<file path="src/hw/rtl/rstpu_pkg.sv">
// shared constants and command/status types for the range-sum tree
package rstpu_pkg;

  localparam int DEFAULT_SIZE = 1024;
  localparam int POS_W = 10;
  localparam int VAL_W = 32;
  localparam int SUM_W = 64;

  typedef struct packed {
    logic clr_step;
    logic latch;
    logic q_read_l;
    logic q_acc_l;
    logic q_read_r;
    logic q_acc_r;
    logic q_shift;
    logic u_init;
    logic u_read;
    logic u_write;
  } cmd_t;

  typedef struct packed {
    logic clr_last;
    logic l_lt_r;
    logic l_odd;
    logic r_odd;
    logic upd_ok;
    logic p_gt1;
  } sts_t;

endpackage

</file>
<file path="src/hw/rtl/rstpu_ctrl.sv">
// controller state machine sequencing clear, span query and path update
module rstpu_ctrl (
  input  logic              clk,
  input  logic              rst,
  input  logic              start,
  input  logic              req_type,
  input  rstpu_pkg::sts_t   sts,
  output rstpu_pkg::cmd_t   cmd,
  output logic              busy,
  output logic              done
);

  localparam logic [3:0] S_CLEAR = 4'd0;
  localparam logic [3:0] S_IDLE  = 4'd1;
  localparam logic [3:0] S_QL    = 4'd2;
  localparam logic [3:0] S_QLA   = 4'd3;
  localparam logic [3:0] S_QR    = 4'd4;
  localparam logic [3:0] S_QRA   = 4'd5;
  localparam logic [3:0] S_QDONE = 4'd6;
  localparam logic [3:0] S_UINIT = 4'd7;
  localparam logic [3:0] S_UREAD = 4'd8;
  localparam logic [3:0] S_UWRT  = 4'd9;

  logic [3:0] state;
  logic [3:0] state_next;

  always_ff @(posedge clk) begin
    if (rst) begin
      state <= S_CLEAR;
    end else begin
      state <= state_next;
    end
  end

  always_comb begin
    state_next = state;
    cmd = '0;
    unique case (state)
      S_CLEAR: begin
        cmd.clr_step = 1'b1;
        if (sts.clr_last) begin
          state_next = S_IDLE;
        end
      end
      S_IDLE: begin
        if (start) begin
          cmd.latch = 1'b1;
          state_next = req_type ? S_QL : S_UINIT;
        end
      end
      S_QL: begin
        if (sts.l_lt_r) begin
          if (sts.l_odd) begin
            cmd.q_read_l = 1'b1;
            state_next = S_QLA;
          end else begin
            state_next = S_QR;
          end
        end else begin
          state_next = S_QDONE;
        end
      end
      S_QLA: begin
        cmd.q_acc_l = 1'b1;
        state_next = S_QR;
      end
      S_QR: begin
        if (sts.r_odd) begin
          cmd.q_read_r = 1'b1;
          state_next = S_QRA;
        end else begin
          cmd.q_shift = 1'b1;
          state_next = S_QL;
        end
      end
      S_QRA: begin
        cmd.q_acc_r = 1'b1;
        cmd.q_shift = 1'b1;
        state_next = S_QL;
      end
      S_QDONE: begin
        state_next = S_UINIT;
      end
      S_UINIT: begin
        if (sts.upd_ok) begin
          cmd.u_init = 1'b1;
          state_next = S_UREAD;
        end else begin
          state_next = S_IDLE;
        end
      end
      S_UREAD: begin
        if (sts.p_gt1) begin
          cmd.u_read = 1'b1;
          state_next = S_UWRT;
        end else begin
          state_next = S_IDLE;
        end
      end
      S_UWRT: begin
        cmd.u_write = 1'b1;
        state_next = S_UREAD;
      end
      default: begin
        state_next = S_IDLE;
      end
    endcase
  end

  assign busy = (state != S_IDLE);
  assign done = (state == S_QDONE);

`ifndef ASSERT_OFF
  a_reset_clears: assert property (@(posedge clk) rst |=> busy)
    else $error("block not busy clearing after reset");
  a_start_busy: assert property (@(posedge clk) disable iff (rst)
    (start && !busy) |=> busy)
    else $error("transfer accepted but block not busy");
  a_done_then_update: assert property (@(posedge clk) disable iff (rst)
    done |=> (busy && !done))
    else $error("result not followed by update phase");
`endif

endmodule

</file>
<file path="config.mk">
export PLATFORM = sky130hd
export DESIGN_NAME = rstpu_ctrl
export DESIGN_NICKNAME = d
export VERILOG_FILES = /design/src/hw/rtl/rstpu_pkg.sv /design/src/hw/rtl/rstpu_ctrl.sv
export SDC_FILE = /design/constraint.sdc
export NUM_CORES = 1
export LEC_CHECK = 0
export BUFFER_PORTS_ARGS = -buffer_cell sky130_fd_sc_hd__buf_4
export CAP_MARGIN = 40
export CORE_AREA = 2 2 39 41
export CTS_BUF_LIST = sky130_fd_sc_hd__clkbuf_4
export DETAILED_ROUTE_END_ITERATION = 16
export DIE_AREA = 0 0 41 43
export GPL_TIMING_DRIVEN = 0
export SETUP_SLACK_MARGIN = 0.02
export SLEW_MARGIN = 20
export SYNTH_ARGS = -nofsm -noshare
export SYNTH_HDL_FRONTEND = slang
export SYNTH_SLANG_ARGS = --single-unit
</file>
<file path="constraint.sdc">
create_clock -name clk -period 1.65 [get_ports clk]
set_input_delay 0.165 -clock clk [delete_from_list [all_inputs] [get_ports clk]]
set_output_delay 0.165 -clock clk [all_outputs]
set_load 0.005 [all_outputs]
</file>
== Yosys cells after proc, flatten, opt, wreduce, memory -nomap -nowiden ==
Cells that the tools add are included.

* Eq/ne operators: 12
* Mux-type cells: 26
* Reduce and logical (&&, ||, !) cells: 2

{| class="wikitable"
|+ Operators by type and width
! kind !! count
|-
| 4-bit case mux with 10 select lines || 1
|-
| 4-bit by 3-bit == test with 1-bit output, second input constant || 4
|-
| 1-bit two-way mux || 16
|-
| 4-bit two-way mux || 4
|-
| 3-bit two-way mux || 4
|-
| 4-bit by 2-bit == test with 1-bit output, second input constant || 2
|-
| 4-bit == test, second input constant || 2
|-
| 4-bit by 1-bit == test with 1-bit output, second input constant || 1
|-
| 4-bit logical NOT || 1
|-
| 2-bit != test, second input constant || 2
|-
| 4-bit by 1-bit != test with 1-bit output, second input constant || 1
|-
| 1-bit case mux with 2 select lines || 1
|-
| 2-bit AND reduction || 1
|}

* Register bits after elaboration: 4
* Input bits: 10
* Output and inout port bits: 12
* Word-level logic and storage cells: 41

== Depth between registers and ports, before layout ==
* Word-level depth: 3
* Mapped depth: 6
* Depth with buffers taken out: 4

== Worst setup path before layout ==
No wires, ideal clock.

* Path type: reg2reg
* Start point: register state[0]
* End point: register state[0]
* Setup time: 74 ps
* Arrival: 1,175 ps
* Required time: 1,576 ps
* Path slack: 401 ps
* Cell stages (with the launch flop): 6
* Path buffers: 1
* Clock period less this slack: 1,249 ps
* Cell sequence: dfxtp_1 buf_6 or4_1 a21oi_1 nor2_1 a31oi_2

* Longest elaborated chain between the ends: 3
* Elaborated cells on any way between the ends: 14
* Those cells by class: eq/ne: 11; mux: 1; reduce/logical: 2

{| class="wikitable"
|+ RTL lines
! item !! RTL line !! RTL
|-
| start, declared || rstpu_ctrl.sv:24 || <nowiki>logic [3:0] state;</nowiki>
|-
| start signal, assigned || rstpu_ctrl.sv:31 || <nowiki>state <= state_next;</nowiki>
|-
| 4-bit by 1-bit == test with 1-bit output / 4-bit logical NOT (equally long branches) || rstpu_ctrl.sv:38 || <nowiki>unique case (state)</nowiki>
|-
| 2-bit != test (no line) || n/a ||
|-
| 2-bit AND reduction (no line) || n/a ||
|}

Parallel ways exist; a longest one is shown, timed or not.
A chain may end at the register's enable or synchronous reset.

==> metrics <==
max FFs per register 4; # rows 14; Reg clk slew, reported paths roughly 0.040 ns; Die Y 43 um; worst IR drop on VDD 0.586 mV; TNS Setup 0 ns; Filler cells approximately 160; Port Buffers 21; area leader, netlist dfxtp_1; CTS resizes 0; vias per cell approximately 5.1; Peak Freq 0.638 GHz; pwr dens about 540 nW/um2; static leakage power approximately 0.30 nW; CTS tree yes; core area 1380 um2; CP Launch Type flop; area occupied by multi-input gates a little under 300 um2; Area Overhead vs Synth 46.7%; worst r2r src state[0]; commonest register cell after synthesis dfxtp_1; total power 0.335 mW; fraction of layout cells with a size suffix above 1 between 30 and 40%; cts hold-fix bufs 0; Max-cap violations 0; top flop regs state: 4 flops; Post-synth EDFFs 0; Wirelength per Cell 11.1 um; CTS Sinks 4; Worst Tran Pin Value 0.378 ns; Hold Fails Final Rpt 0; FFs w/ async S/R, synth 0%; Detail Route Antenna Nets 0; Mapped Area 420 um2; CTS H-tree depth 1; Mapped Avg Cell Area 7.01 um2; Hold Path Class in2reg; clk root buf clkbuf_4; Worst Path Max Fanout 10; Die ar. 1760 um2; Setup Fix Bufs, Post-CTS 0; antenna violations before repair 0; sw frac 28.6%; Clock Path Buffers 2; synth top area cells dfxtp_1 (19%), nor2_1 (8.0%), nand2b_1 (7.4%); I/O pins 22; Post-Route WL 1.10 mm; DR pass1 iterations 4; vias in the first global route about 430; Internal about 0.24 mW; share of power burned in registers 30.9%; worst hold slack 0.120 ns; critical path class reg2out; Worst Hold Depth 2; syn nets 70; Placer Congestion 0.734; Hold Path Origin rst; initial core utilization 30.4%; setup violators final 0; RSZ-0062 raised after global routing false; most frequent cells after synthesis nor2_1 (9), nand2b_1 (5), buf_2 (4), dfxtp_1 (4); endpoint class of the critical path primary output; area occupied by registers 80.1 um2; Netlist cell types 31; Synth Warn # 0; most frequent cell after synthesis nor2_1; count of pins over their slew limit 0; r2r endpoint state[0]; Final Skew slightly below 0.009 ns; Starting DRT DRC Count 8; CP peak stage delay 0.33 ns; DRC viols 0; Clk network pwr share 36.9%; largest register by flop count state; Vias 501; latest clock arrival within the worst-skew pair 0.24 ns; Yosys reg bits 4; grt total ovfl 0; Slew HR 74.6%; Gate Count Post-Synth 60; post-layout net count 95; All-Layer GR Usage 14.2%; Req. time, crit path ~1.5 ns; wire length of the first global-routing pass approximately 1.7 mm; r2r setup slk roughly 0.31 ns; period utilisation layout 95.1%; Post-DP HPWL between 800 and 900 um; diodes inserted 0; worst-path cell chain buf_2 -> nand2b_1 -> nor4b_1 -> buf_4; Arr. time, crit path 1.40 ns; outcome finished, final reports clean; largest net degree at the start of global routing 19; Psw roughly 0.096 mW; Critical-path top delay cell dfxtp_1; reg2reg path depth 5; CP top delay family simple AND/OR/NAND/NOR gates; Crit path buffers/inverters 2; hold path endpoint state[1]; post-synthesis sequential area ratio between 10% and 20%; total CTS buffers 3; Die Width 41 um; post-synth top area share 19.0%; crit path time final ~1.6 ns; combinational share of power 32.2%
power groups by stage:
stage / registers (mW) / logic [mW] / clock network [mW]
after floorplan: 0.105 / 0.0651 / 0
after global placement: 0.105 / 0.110 / 0
after detailed placement: 0.105 / 0.110 / 0
after CTS: 0.104 / 0.108 / 0.127
after global routing: 0.104 / 0.119 / 0.136
final: 0.104 / 0.108 / 0.124
routing by layer:
| metal | share of wire, % | GRT usage [%] | up-vias |
|---|---|---|---|
| li1 | - | - | 261 |
| met1 | 48 | 17.9 | 220 |
| met2 | 44 | 21.3 | 20 |
| met3 | 8.3 | 7.85 | 0 |
| met4 | 0 | 2.00 | 0 |
| met5 | 0 | 0 | - |
worst max path at each step:
stage                        start  slack, ns  depth (start not counted)        to
after floorplan           state[0]       0.40                          5  state[0]
after global placement    state[0]       0.27                          5    cmd[8]
after detailed placement  state[0]       0.26                          5    cmd[8]
after CTS                 state[2]       0.09                          4    cmd[1]
after global routing      state[2]       0.04                          4    cmd[1]
final                     state[2]       0.08                          4    cmd[1]
layout by cell type (no fill, tap or decap), types with 2 or more instances in the layout:
| cell type | instances |
|---|---|
| nor2b_1 | 2 |
| inv_1 | 2 |
| nor4_1 | 3 |
| nand2b_1 | 5 |
| nor3b_1 | 2 |
| and3_1 | 2 |
| buf_2 | 4 |
| nor2_1 | 9 |
| dfxtp_1 | 4 |
| o21ai_0 | 2 |
| nor3_1 | 2 |
| buf_4 | 21 |
| nand2_1 | 3 |
| clkbuf_4 | 3 |
| a21oi_1 | 2 |
kinds of logic (layout without fill, tap and decap cells):
group	count (synthesis)	count (layout)	synth area share, %
AND/OR/NAND/NOR	33	33	43.7
AO/OA/AOI/OAI	14	14	24.7
buffers and inverters	8	31	10.1
flip-flops	4	4	19.0
multiplexers	1	1	2.38
through the flow:
step,setup slack (ns),cells,instance area [um2],util [%]
5_1_grt,0.0360,99,617,44.6
2_1_floorplan,0.401,60,420,-
6_report,0.0815,99,617,44.6
3_5_place_dp,0.262,97,598,43.2
3_3_place_gp,0.267,97,598,43.2
4_1_cts,0.0886,99,617,44.6
area by class of cell:
cell class                      instances  share of cell area (%)
Tap cell                               16                    3.25
Timing Repair Buffer                   21                    25.6
Multi-Input combinational cell         48                    48.3
Sequential cell                         4                    13.0
Inverter                                2                    1.22
Clock buffer                            3                    3.65
Buffer                                  5                    5.07
Note: power is estimated with default switching activity, not from simulation.
